$ cat config.mk
export PLATFORM = sky130hd
export DESIGN_NAME = battery_energy_balance_tracker
export DESIGN_NICKNAME = d
export VERILOG_FILES = /design/src/hdl/bebt_pkg.sv /design/src/hdl/bebt_front.sv /design/src/hdl/bebt_queue.sv /design/src/hdl/bebt_back.sv /design/src/hdl/battery_energy_balance_tracker.sv
export VERILOG_INCLUDE_DIRS = /design/src /design/src/hdl
export SDC_FILE = /design/constraint.sdc
export NUM_CORES = 2
export LEC_CHECK = 0
export BUFFER_PORTS_ARGS = -buffer_cell sky130_fd_sc_hd__clkbuf_2
export CAP_MARGIN = 20
export CORE_UTILIZATION = 40
export DETAILED_ROUTE_END_ITERATION = 12
export PLACE_DENSITY = 0.57
export SLEW_MARGIN = 5
export SYNTH_ARGS = -nofsm -noshare
export SYNTH_HDL_FRONTEND = slang
export SYNTH_SLANG_ARGS = --single-unit
$ cat constraint.sdc
create_clock -name clk -period 12.4 [get_ports clk]
set_clock_uncertainty 0.1 [all_clocks]
set_input_delay 2.48 -clock clk [delete_from_list [all_inputs] [get_ports clk]]
set_output_delay 2.48 -clock clk [all_outputs]
set_load 0.01 [all_outputs]
$ cat src/hdl/battery_energy_balance_tracker_macros.svh
// Assertion macros for the battery energy balance tracker.
`ifndef BATTERY_ENERGY_BALANCE_TRACKER_MACROS_SVH
`define BATTERY_ENERGY_BALANCE_TRACKER_MACROS_SVH
`ifndef SYNTHESIS
`define BEBT_ASSERT_NOW(label, clk, rst, ante, cons) \
  label: assert property (@(posedge clk) disable iff (rst) (ante) |-> (cons)) \
    else $error("bebt assertion failed");
`define BEBT_ASSERT_NEXT(label, clk, rst, ante, cons) \
  label: assert property (@(posedge clk) disable iff (rst) (ante) |=> (cons)) \
    else $error("bebt assertion failed");
`else
`define BEBT_ASSERT_NOW(label, clk, rst, ante, cons)
`define BEBT_ASSERT_NEXT(label, clk, rst, ante, cons)
`endif
`endif

$ cat src/hdl/bebt_pkg.sv
// Shared types and constants of the battery energy balance tracker.
`timescale 1ns / 1ps
`default_nettype none
package bebt_pkg;

  localparam int HOURS_PER_DAY = 24;
  localparam int HOUR_W = $clog2(HOURS_PER_DAY + 1);

  localparam int CHARGE_W = 18;
  localparam int ENERGY_W = 16;
  localparam int SUM_W = 24;
  localparam int DAYS_W = 5;
  localparam int CFG_IDX_W = 2;
  localparam int IN_DATA_W = 32;
  localparam int OUT_DATA_W = 96;

  localparam logic [SUM_W-1:0]  SUM_MAX = '1;
  localparam logic [DAYS_W-1:0] DAYS_MAX = '1;

  typedef enum logic [CFG_IDX_W-1:0] {
    REG_USABLE_CAPACITY   = 2'd0,
    REG_INITIAL_CHARGE    = 2'd1,
    REG_CHARGE_EFFICIENCY = 2'd2,
    REG_DEFICIT_THRESHOLD = 2'd3
  } cfg_reg_t;

  // One classified hour, as handed from front to back.
  typedef struct packed {
    logic [ENERGY_W-1:0] solar;
    logic [ENERGY_W-1:0] load;
    logic [ENERGY_W-1:0] diff;     // surplus or shortfall magnitude
    logic [ENERGY_W-1:0] stored;   // surplus scaled by efficiency
    logic                is_charge;
    logic                new_run;
    logic                last;
  } item_t;

  typedef struct packed {
    logic [DAYS_W-1:0]   short_days;
    logic [SUM_W-1:0]    unmet;
    logic [SUM_W-1:0]    consumption;
    logic [SUM_W-1:0]    production;
    logic [CHARGE_W-1:0] charge;
    logic                month_done;
  } result_t;

  typedef struct packed {
    logic [CHARGE_W-1:0] usable_capacity;
    logic [CHARGE_W-1:0] initial_charge;
    logic [ENERGY_W-1:0] deficit_threshold;
  } back_cfg_t;

endpackage
`default_nettype wire

$ cat src/hdl/bebt_front.sv
// Front end: classifies an hour as charge or discharge and scales the surplus.
`timescale 1ns / 1ps
`default_nettype none
module bebt_front (
  input  wire logic [bebt_pkg::ENERGY_W-1:0] solar,
  input  wire logic [bebt_pkg::ENERGY_W-1:0] load,
  input  wire logic                          new_run,
  input  wire logic                          last,
  input  wire logic [bebt_pkg::ENERGY_W-1:0] charge_efficiency,
  output bebt_pkg::item_t                    item
);

  logic                            is_charge;
  logic [bebt_pkg::ENERGY_W-1:0]   diff;
  logic [2*bebt_pkg::ENERGY_W-1:0] product;

  always_comb begin
    is_charge = (solar >= load);
    diff = is_charge ? (solar - load) : (load - solar);
    product = is_charge ? (diff * charge_efficiency) : '0;
    item.solar = solar;
    item.load = load;
    item.diff = diff;
    item.stored = product[2*bebt_pkg::ENERGY_W-1:bebt_pkg::ENERGY_W];
    item.is_charge = is_charge;
    item.new_run = new_run;
    item.last = last;
  end

endmodule
`default_nettype wire

$ cat src/hdl/bebt_queue.sv
// Two-entry queue between front and back.
`timescale 1ns / 1ps
`default_nettype none
module bebt_queue (
  input  wire logic            clk,
  input  wire logic            rst,
  input  wire logic            push,
  input  wire bebt_pkg::item_t push_item,
  input  wire logic            pop,
  output bebt_pkg::item_t      head,
  output logic                 not_empty,
  output logic                 not_full,
  output logic [1:0]           count
);

  bebt_pkg::item_t entries [2];
  logic            wr_ptr;
  logic            rd_ptr;

  assign head = entries[rd_ptr];
  assign not_empty = (count != 2'd0);
  assign not_full = (count != 2'd2);

  always_ff @(posedge clk) begin
    if (push) begin
      entries[wr_ptr] <= push_item;
    end
  end

  always_ff @(posedge clk) begin
    if (rst) begin
      wr_ptr <= 1'b0;
      rd_ptr <= 1'b0;
      count <= 2'd0;
    end else begin
      if (push) wr_ptr <= ~wr_ptr;
      if (pop) rd_ptr <= ~rd_ptr;
      case ({push, pop})
        2'b10:   count <= count + 2'd1;
        2'b01:   count <= count - 2'd1;
        default: count <= count;
      endcase
    end
  end

endmodule
`default_nettype wire

$ cat src/hdl/bebt_back.sv
// Back end: battery charge, day and month accounting, result register.
`timescale 1ns / 1ps
`default_nettype none
module bebt_back (
  input  wire logic                clk,
  input  wire logic                rst,
  input  wire bebt_pkg::back_cfg_t cfg,
  input  wire logic                item_valid,
  input  wire bebt_pkg::item_t     item,
  output logic                     pop,
  output logic                     out_valid,
  input  wire logic                out_ready,
  output bebt_pkg::result_t        result
);

  logic [bebt_pkg::CHARGE_W-1:0] charge, charge_next;
  logic [bebt_pkg::HOUR_W-1:0]   hour, hour_next;
  logic [bebt_pkg::SUM_W-1:0]    day_unmet, day_unmet_next;
  logic [bebt_pkg::SUM_W-1:0]    prod_sum, prod_sum_next;
  logic [bebt_pkg::SUM_W-1:0]    cons_sum, cons_sum_next;
  logic [bebt_pkg::SUM_W-1:0]    unmet_sum, unmet_sum_next;
  logic [bebt_pkg::DAYS_W-1:0]   day_count, day_count_next;
  bebt_pkg::result_t             result_next;

  logic [bebt_pkg::CHARGE_W-1:0] base, reload_val, taken, diff_ext;
  logic [bebt_pkg::CHARGE_W:0]   charge_sum;
  logic [bebt_pkg::SUM_W:0]      prod_add, cons_add, unmet_add, month_unmet_add;
  logic [bebt_pkg::SUM_W-1:0]    day_unmet_upd, prod_upd, cons_upd, unmet_upd;
  logic [bebt_pkg::DAYS_W-1:0]   count_upd;
  logic [bebt_pkg::HOUR_W:0]     hour_inc;
  logic                          day_end, deficit_day;

  assign pop = item_valid && (!out_valid || out_ready);

  always_comb begin
    reload_val = (cfg.initial_charge < cfg.usable_capacity) ?
                 cfg.initial_charge : cfg.usable_capacity;
    base = item.new_run ? reload_val : charge;
    diff_ext = bebt_pkg::CHARGE_W'(item.diff);
    charge_sum = {1'b0, base} + (bebt_pkg::CHARGE_W + 1)'(item.stored);
    taken = (diff_ext < base) ? diff_ext : base;

    prod_add = {1'b0, prod_sum} + (bebt_pkg::SUM_W + 1)'(item.solar);
    cons_add = {1'b0, cons_sum} + (bebt_pkg::SUM_W + 1)'(item.load);
    prod_upd = prod_add[bebt_pkg::SUM_W] ? bebt_pkg::SUM_MAX : prod_add[bebt_pkg::SUM_W-1:0];
    cons_upd = cons_add[bebt_pkg::SUM_W] ? bebt_pkg::SUM_MAX : cons_add[bebt_pkg::SUM_W-1:0];

    day_unmet_upd = day_unmet;
    unmet_add = '0;
    if (item.is_charge) begin
      charge_next = (charge_sum < {1'b0, cfg.usable_capacity}) ?
                    charge_sum[bebt_pkg::CHARGE_W-1:0] : cfg.usable_capacity;
    end else begin
      charge_next = base - taken;
      unmet_add = {1'b0, day_unmet} + (bebt_pkg::SUM_W + 1)'(diff_ext - taken);
      day_unmet_upd = unmet_add[bebt_pkg::SUM_W] ? bebt_pkg::SUM_MAX :
                      unmet_add[bebt_pkg::SUM_W-1:0];
    end

    hour_inc = {1'b0, hour} + (bebt_pkg::HOUR_W + 1)'(1);
    day_end = item.last || (hour_inc >= (bebt_pkg::HOUR_W + 1)'(bebt_pkg::HOURS_PER_DAY));
    deficit_day = day_end &&
                  (day_unmet_upd > bebt_pkg::SUM_W'(cfg.deficit_threshold));

    month_unmet_add = {1'b0, unmet_sum} + {1'b0, day_unmet_upd};
    unmet_upd = unmet_sum;
    count_upd = day_count;
    if (deficit_day) begin
      unmet_upd = month_unmet_add[bebt_pkg::SUM_W] ? bebt_pkg::SUM_MAX :
                  month_unmet_add[bebt_pkg::SUM_W-1:0];
      count_upd = (day_count == bebt_pkg::DAYS_MAX) ? day_count : day_count + 1'b1;
    end

    hour_next = day_end ? '0 : hour_inc[bebt_pkg::HOUR_W-1:0];
    day_unmet_next = day_end ? '0 : day_unmet_upd;

    result_next.charge = charge_next;
    result_next.month_done = item.last;
    if (item.last) begin
      result_next.production = prod_upd;
      result_next.consumption = cons_upd;
      result_next.unmet = unmet_upd;
      result_next.short_days = count_upd;
      prod_sum_next = '0;
      cons_sum_next = '0;
      unmet_sum_next = '0;
      day_count_next = '0;
    end else begin
      result_next.production = '0;
      result_next.consumption = '0;
      result_next.unmet = '0;
      result_next.short_days = '0;
      prod_sum_next = prod_upd;
      cons_sum_next = cons_upd;
      unmet_sum_next = unmet_upd;
      day_count_next = count_upd;
    end
  end

  always_ff @(posedge clk) begin
    if (rst) begin
      charge <= '0;
      hour <= '0;
      day_unmet <= '0;
      prod_sum <= '0;
      cons_sum <= '0;
      unmet_sum <= '0;
      day_count <= '0;
      out_valid <= 1'b0;
    end else begin
      if (pop) begin
        charge <= charge_next;
        hour <= hour_next;
        day_unmet <= day_unmet_next;
        prod_sum <= prod_sum_next;
        cons_sum <= cons_sum_next;
        unmet_sum <= unmet_sum_next;
        day_count <= day_count_next;
        out_valid <= 1'b1;
      end else if (out_ready) begin
        out_valid <= 1'b0;
      end
    end
  end

  always_ff @(posedge clk) begin
    if (pop) begin
      result <= result_next;
    end
  end

endmodule
`default_nettype wire

$ cat src/hdl/battery_energy_balance_tracker.sv
// Top level of the battery energy balance tracker.
// Takes one hour of solar and load energy per request and returns one result
// per request: the battery charge after that hour and, on the last hour of a
// month, the month totals (zero otherwise). One request can be accepted every
// cycle while the queue is not full. A result passes through the queue register
// and the output register before it is offered; the surplus scaling is
// combinational ahead of the queue. A two-entry queue between the stages and
// the output register let either side stall on its own.
// Configuration is to be written by the user only while no request is in
// flight; the block itself does not enforce this.
`timescale 1ns / 1ps
`default_nettype none
`include "battery_energy_balance_tracker_macros.svh"
module battery_energy_balance_tracker (
  input  wire logic                              clk,
  input  wire logic                              rst,
  input  wire logic                              s_tvalid,
  output logic                                   s_tready,
  // [15:0] solar_energy, [31:16] load_energy
  input  wire logic [bebt_pkg::IN_DATA_W-1:0]    s_tdata,
  input  wire logic                              s_tlast,   // last_of_month
  input  wire logic                              s_tuser,   // [0] new_run
  output logic                                   m_tvalid,
  input  wire logic                              m_tready,
  // [17:0] charge_now, [41:18] month_production, [65:42] month_consumption,
  // [89:66] month_unmet_energy, [94:90] month deficit-day count, [95] zero
  output logic [bebt_pkg::OUT_DATA_W-1:0]        m_tdata,
  output logic                                   m_tuser,   // [0] month_done
  input  wire logic                              cfg_valid,
  output logic                                   cfg_ready,
  input  wire logic [bebt_pkg::CFG_IDX_W-1:0]    cfg_index,
  input  wire logic [bebt_pkg::CHARGE_W-1:0]     cfg_data
);

  logic [bebt_pkg::CHARGE_W-1:0] usable_capacity;
  logic [bebt_pkg::CHARGE_W-1:0] initial_charge;
  logic [bebt_pkg::ENERGY_W-1:0] charge_efficiency;
  logic [bebt_pkg::ENERGY_W-1:0] deficit_threshold;

  bebt_pkg::item_t     front_item, q_head;
  bebt_pkg::back_cfg_t back_cfg;
  bebt_pkg::result_t   result;
  logic                push, pop, q_not_empty, q_not_full;
  logic [1:0]          q_count;

  assign cfg_ready = 1'b1;

  always_ff @(posedge clk) begin
    if (rst) begin
      usable_capacity <= bebt_pkg::CHARGE_W'(8000);
      initial_charge <= bebt_pkg::CHARGE_W'(4000);
      charge_efficiency <= bebt_pkg::ENERGY_W'(63570);
      deficit_threshold <= bebt_pkg::ENERGY_W'(50);
    end else if (cfg_valid && cfg_ready) begin
      unique case (bebt_pkg::cfg_reg_t'(cfg_index))
        bebt_pkg::REG_USABLE_CAPACITY:   usable_capacity <= cfg_data;
        bebt_pkg::REG_INITIAL_CHARGE:    initial_charge <= cfg_data;
        bebt_pkg::REG_CHARGE_EFFICIENCY:
          charge_efficiency <= cfg_data[bebt_pkg::ENERGY_W-1:0];
        bebt_pkg::REG_DEFICIT_THRESHOLD:
          deficit_threshold <= cfg_data[bebt_pkg::ENERGY_W-1:0];
        default: ;
      endcase
    end
  end

  assign back_cfg.usable_capacity = usable_capacity;
  assign back_cfg.initial_charge = initial_charge;
  assign back_cfg.deficit_threshold = deficit_threshold;

  assign s_tready = q_not_full;
  assign push = s_tvalid && s_tready;

  bebt_front u_front (
    .solar             (s_tdata[15:0]),
    .load              (s_tdata[31:16]),
    .new_run           (s_tuser),
    .last              (s_tlast),
    .charge_efficiency (charge_efficiency),
    .item              (front_item)
  );

  bebt_queue u_queue (
    .clk       (clk),
    .rst       (rst),
    .push      (push),
    .push_item (front_item),
    .pop       (pop),
    .head      (q_head),
    .not_empty (q_not_empty),
    .not_full  (q_not_full),
    .count     (q_count)
  );

  bebt_back u_back (
    .clk        (clk),
    .rst        (rst),
    .cfg        (back_cfg),
    .item_valid (q_not_empty),
    .item       (q_head),
    .pop        (pop),
    .out_valid  (m_tvalid),
    .out_ready  (m_tready),
    .result     (result)
  );

  assign m_tuser = result.month_done;
  assign m_tdata = {1'b0, result.short_days, result.unmet, result.consumption,
                    result.production, result.charge};

  `BEBT_ASSERT_NOW(a_month_fields_zero, clk, rst, m_tvalid && !m_tuser, m_tdata[94:18] == '0)
  `BEBT_ASSERT_NOW(a_full_blocks_input, clk, rst, q_count == 2'd2, !s_tready)
  `BEBT_ASSERT_NOW(a_pop_needs_item, clk, rst, pop, q_count != 2'd0)
  `BEBT_ASSERT_NEXT(a_pop_gives_result, clk, rst, pop, m_tvalid)

endmodule
`default_nettype wire
Word level (Yosys, flattened, before mapping):

Memory sizes are Yosys's and may differ from the RTL's. A register that Yosys moved wholly into a read port is not among the register bits.
Cells that the tools add are included.

* register bits after elaboration: 293
* logic and storage cells: 93
* bits in latches: 0
* ROM bits: 0
* RAM bits: 134
* input bits: 59
* memories kept: 1
* output and inout bits: 100

* equality and inequality tests: 7
* reductions and logical operators: 14
* add/sub/neg operators: 13
* bitwise logic cells: 2
* multiplexer cells: 28
* shift-type cells: 0
* div/mod/pow operators: 0
* multipliers: 1
* magnitude comparators: 6

Memories
* u_queue.entries: depth 2, bits a word 67, read ports 1, clocked after memory_dff 1, write ports 1, RTL line bebt_queue.sv:16 `bebt_pkg::item_t entries [2];`

Operators with widths (number)
* $mux 24: 10
* $mux 18: 5
* $add 24x16->25: 2
* $mul 16x16->32: 1
* $mux 32: 1
* $sub 16x16->16: 2
* $add 24x24->25: 1
* $add 24x25->25: 1
* $gt 24x16->1: 1
* $mux 5: 4
* $add 18x16->19: 1
* $lt 19x18->1: 1
* $sub 16x18->19: 1
* $lt 16x18->1: 1
* $lt 18x18->1: 1
* $sub 18x18->18: 1
* $ge 16x16->1: 1
* $mux 16: 1
* $reduce_and 2->1: 4
* $add 5x1->6 const B: 1
* $eq 2x2->1 const B: 3
* $ge 6x5->1 const B: 1
* $mux 1: 6
* $reduce_bool 2->1: 3
* other kinds (12): 17

Longest topological paths before layout:

* word-level depth: 13
* depth in mapped cells: 60
* mapped depth without buffers: 55

Modules after synthesis:

From an unflattened synthesis, not the netlist that was laid out.

* cells, all modules: 4115
* area, all modules: 37384.6 sq um

Modules (own cells, without submodules)
* bebt_back: cells each 2144, sequential area each 5385.2 sq um, instances 1, area an instance 17802.1 sq um
* bebt_front: cells each 1476, sequential area each 0.0 sq um, instances 1, area an instance 11806.3 sq um
* bebt_queue: cells each 230, sequential area each 4124.0 sq um, instances 1, area an instance 5028.6 sq um
* battery_energy_balance_tracker: cells each 265, sequential area each 1361.3 sq um, instances 1, area an instance 2747.6 sq um

Worst setup path after synthesis:

OpenSTA, ideal clock, no wires.

* path kind: input to register
* from: in s_tdata[0] in the netlist's numbering
* to: mem u_queue.entries[0][13] in the netlist's numbering (data pin)
* arrival time: 11.433 ns
* setup time: 0.273 ns
* setup slack: 0.594 ns
* stages on the path: 37
* required time: 12.027 ns
* cell sequence: inv_1 -> ha_1 -> inv_1 -> fa_1 -> a21o_1 -> a21o_1 -> a21o_1 -> a21oi_1 -> a21oi_1 -> o31ai_2 -> buf_2 -> mux2i_1 -> xor2_1 -> clkbuf_1 -> nand2_1 -> fa_1 -> inv_1 -> fa_1 -> inv_1 -> fa_1 -> fa_1 -> inv_1 -> fa_1 -> fa_1 -> ha_1 -> a21o_1 -> a21o_1 -> a211oi_1 -> nor4b_1 -> and4_1 -> o311a_1 -> a2111o_1 -> a41oi_1 -> inv_1 -> a31o_2 -> a211oi_1 -> nor3_1

RTL lines
* start: declaration: RTL line battery_energy_balance_tracker.sv:20 `input wire logic [bebt_pkg::IN_DATA_W-1:0] s_tdata,`
* end: declaration: RTL line bebt_queue.sv:16

==> results.md <==
* Ranking of synthesized cells by area: edfxtp_1, ha_1, fa_1
* Status: finished, final reports clean
* Later-pin clock latency in the skew report at 620 ps
* Total iterations of the first detailed-routing run at 5
* Worst path required time at 12640 ps
* Reg area at 10900 sq um
* Area fraction in compound gates after synthesis at 15.6%
* Netlist cell types at 95
* Relative slew margins at 21.3%
* Total Routing Usage GR at 22.7%
* Hold WC Path Type: flop to flop
* Worst endpoint data arrival time at 11900 ps
* Clk buf depth at 3
* Period utilization at 94.0%
* Synthesized area per cell at 9.13 sq um
* R2R cell count at 55
* Worst setup EP type: flop
* Via density at 5.36
* Area of the multi-input gates at 21500 sq um
* XOR/XNOR Fraction of Synth Area at 3.29%
* Starting DRT DRC Count at 1918
* H-tree levels at 2
* Root Driver: clkbuf_16
* Core area at 85000 sq um
* RePlAce Congestion at 0.926
* Number of global-route vias before repair at 27068
* CTS clk-pin slew, worst paths at 60 ps
* Synthesis-to-finish area growth at 11.9%
* Reg-to-Reg Start: usable_capacity[7]
* Remaining DRCs at 0
* Net count after synthesis at 4350
* Nets at 4505
* Largest family of logic cells by synthesized area: adder cells
* CP Launch Point: s_tdata[0]
* Sink Count at 428
* Post-Synthesis Cell Area at 34300 sq um
* Fill cell count at 8303
* Total wire length at 98000 um
* First-pass GRT wire length at 155000 um
* Largest net degree at the start of global routing at 77
* Dpl hpwl at 74300 um
* Row Count at 107
* CP most frequent cell: fa_1
* Max Transition Viols Final at 0
* Startpoint class of the critical path: input port
* Chip Width at 295 um
* Simple-Gate Fraction of Synth Area at 15.8%
* Final Hold Vio Count at 0
* Ys async rst share at 0%
* Worst R2R Setup Slack at 970 ps
* CTS Buf Count at 48
* Share of layout cells above drive strength 1 at 12.1%
* GR Overflow Total at 0
* Actual slew at the worst max-slew pin at 1170 ps
* Final Util at 45.2%
* Slowest CP cell: xnor2_1
* Initial antenna violation count at 4
* Initial Utilization at 40.4%
* Via count at 27373
* Die Ht at 295 um
* Final setup fails at 0
* Number of flops mapped to enable cells by yosys at 230
* TNS Setup at 0 ps
* Post-synthesis adder-cell area fraction at 23.8%
* Flip-flop and latch count after synthesis at 428
* Cts hold-fix bufs at 0
* Mux contribution to synthesized area at 3.95%
* CTS tree: yes
* Tmin final at 11660 ps
* Sequential element share of the synthesized area at 31.7%
* Area share of the largest cell type after synthesis at 20.1%
* Top Ports at 159
* IO buf count at 156
* FMAX at 85.8 MHz
* Post-DR wirelength/cell at 19.2 um
* Post-route ant nets at 0
* Largest area contributor in the netlist: edfxtp_1
* Max_cap viols at 0
* Crit-path max cell delay at 920 ps
* RSZ-0062 raised after global routing: no
* FF-to-FF End: u_back.result[92]
* Die Area at 87000 sq um
* Yosys warnings at 0
* CP endpoint: u_queue.entries[0][17]
* Main synth FF type: edfxtp_1
* Crit path kind: input port to flop
* Mapped Cells at 3761
* CP Max Fanout at 11
[registers in the layout (all words and copies together), names as in the netlist, named ones only]
register           cells
u_back.prod_sum       24
u_back.cons_sum       24
charge_efficiency     16
deficit_threshold     16
u_queue.rd_ptr         1
u_back.hour            5
initial_charge        18
u_queue.entries      134
u_queue.wr_ptr         1
u_back.day_count       5
u_back.result         96
usable_capacity       18
u_queue.count          2
u_back.out_valid       1
u_back.day_unmet      24
u_back.charge         18
u_back.unmet_sum      24
[worst max-delay path: cells and delay by family]
family,cells,cell delay [ps]
AO/OA/AOI/OAI,14,3170
AND/OR/NAND/NOR,4,530
adder cells (fa/ha/maj),9,3880
buffers and inverters,7,730
XOR/XNOR,2,1070
[synth_stat cells, types with 60 or more instances]
| library cell | number |
|---|---|
| and2_1 | 87 |
| ha_1 | 328 |
| inv_1 | 359 |
| xnor2_1 | 82 |
| a21oi_1 | 249 |
| a21o_1 | 86 |
| clkbuf_1 | 127 |
| nand2_1 | 475 |
| o21ai_0 | 154 |
| nor2_1 | 332 |
| edfxtp_1 | 230 |
| dfxtp_1 | 198 |
| mux2i_1 | 60 |
| mux2_2 | 67 |
| fa_1 | 202 |
[how the worst min path moves through the flow]
stage | slack, ps | cells past startpoint | start | end
finish | 350 | 2 | deficit_threshold[7] | deficit_threshold[7]
global route | 370 | 2 | deficit_threshold[6] | deficit_threshold[6]
CTS | 360 | 2 | usable_capacity[7] | usable_capacity[7]
detailed placement | 350 | 2 | usable_capacity[7] | usable_capacity[7]
global placement | 340 | 2 | deficit_threshold[7] | deficit_threshold[7]
floorplan | 330 | 2 | u_back.cons_sum[12] | u_back.cons_sum[12]
[area by class of cell]
cell class	instances	area share [%]
clock buffers	57	3.32
diodes	4	0.0261
multi-input cells	2809	56.1
clock inverters	33	0.713
inverters	363	3.56
well taps	1144	3.73
flip-flops and latches	428	28.3
repair buffers	266	4.29
[cell families (layout without fill, tap and decap cells)]
group	Yosys count	after routing
simple gates	1192	1192
compound gates	828	828
fa+ha+maj	531	531
buf+inv	524	719
flops	428	428
xor+xnor	129	129
mux	127	127
other cells	2	6
[per-layer routing]
layer  global-route usage [%]  share of wire [%]
met5                        0              0.034
met4                     5.01                1.8
met3                     2.83                5.4
met2                     37.2                 46
met1                     32.0                 47
[per-stage QoR]
step	hold slack (ps)	cell area, sq um	std cells	setup WS (ps)
2_1_floorplan	332	34300	3761	594
3_3_place_gp	343	36800	5007	263
3_5_place_dp	347	36800	5008	185
4_1_cts	355	38400	5098	702
5_1_grt	370	38400	5100	47.6
6_report	353	38400	5104	739
[cell usage in the layout, fill, tap and decap left out, drive strengths merged, types with 43 or more instances in the layout]
master,n
nand2,475
inv,365
nor2,333
ha,328
a21oi,250
edfxtp,230
clkbuf,212
fa,202
dfxtp,198
o21ai,161
buf,111
and2,88
a21o,86
xnor2,82
mux2,67
mux2i,60
nand3,52
xor2,47
a31oi,44
nor3,43
a211oi,43
[timing repair]
item,in CTS,in global routing
endpoints found under the setup margin,0,49
hold endpoints to repair,0,0
gates resized for setup,0,7
setup buffers,0,2
Power is not shown: default switching activity piles up to over one toggle a cycle in this logic, so the estimate is an artifact.
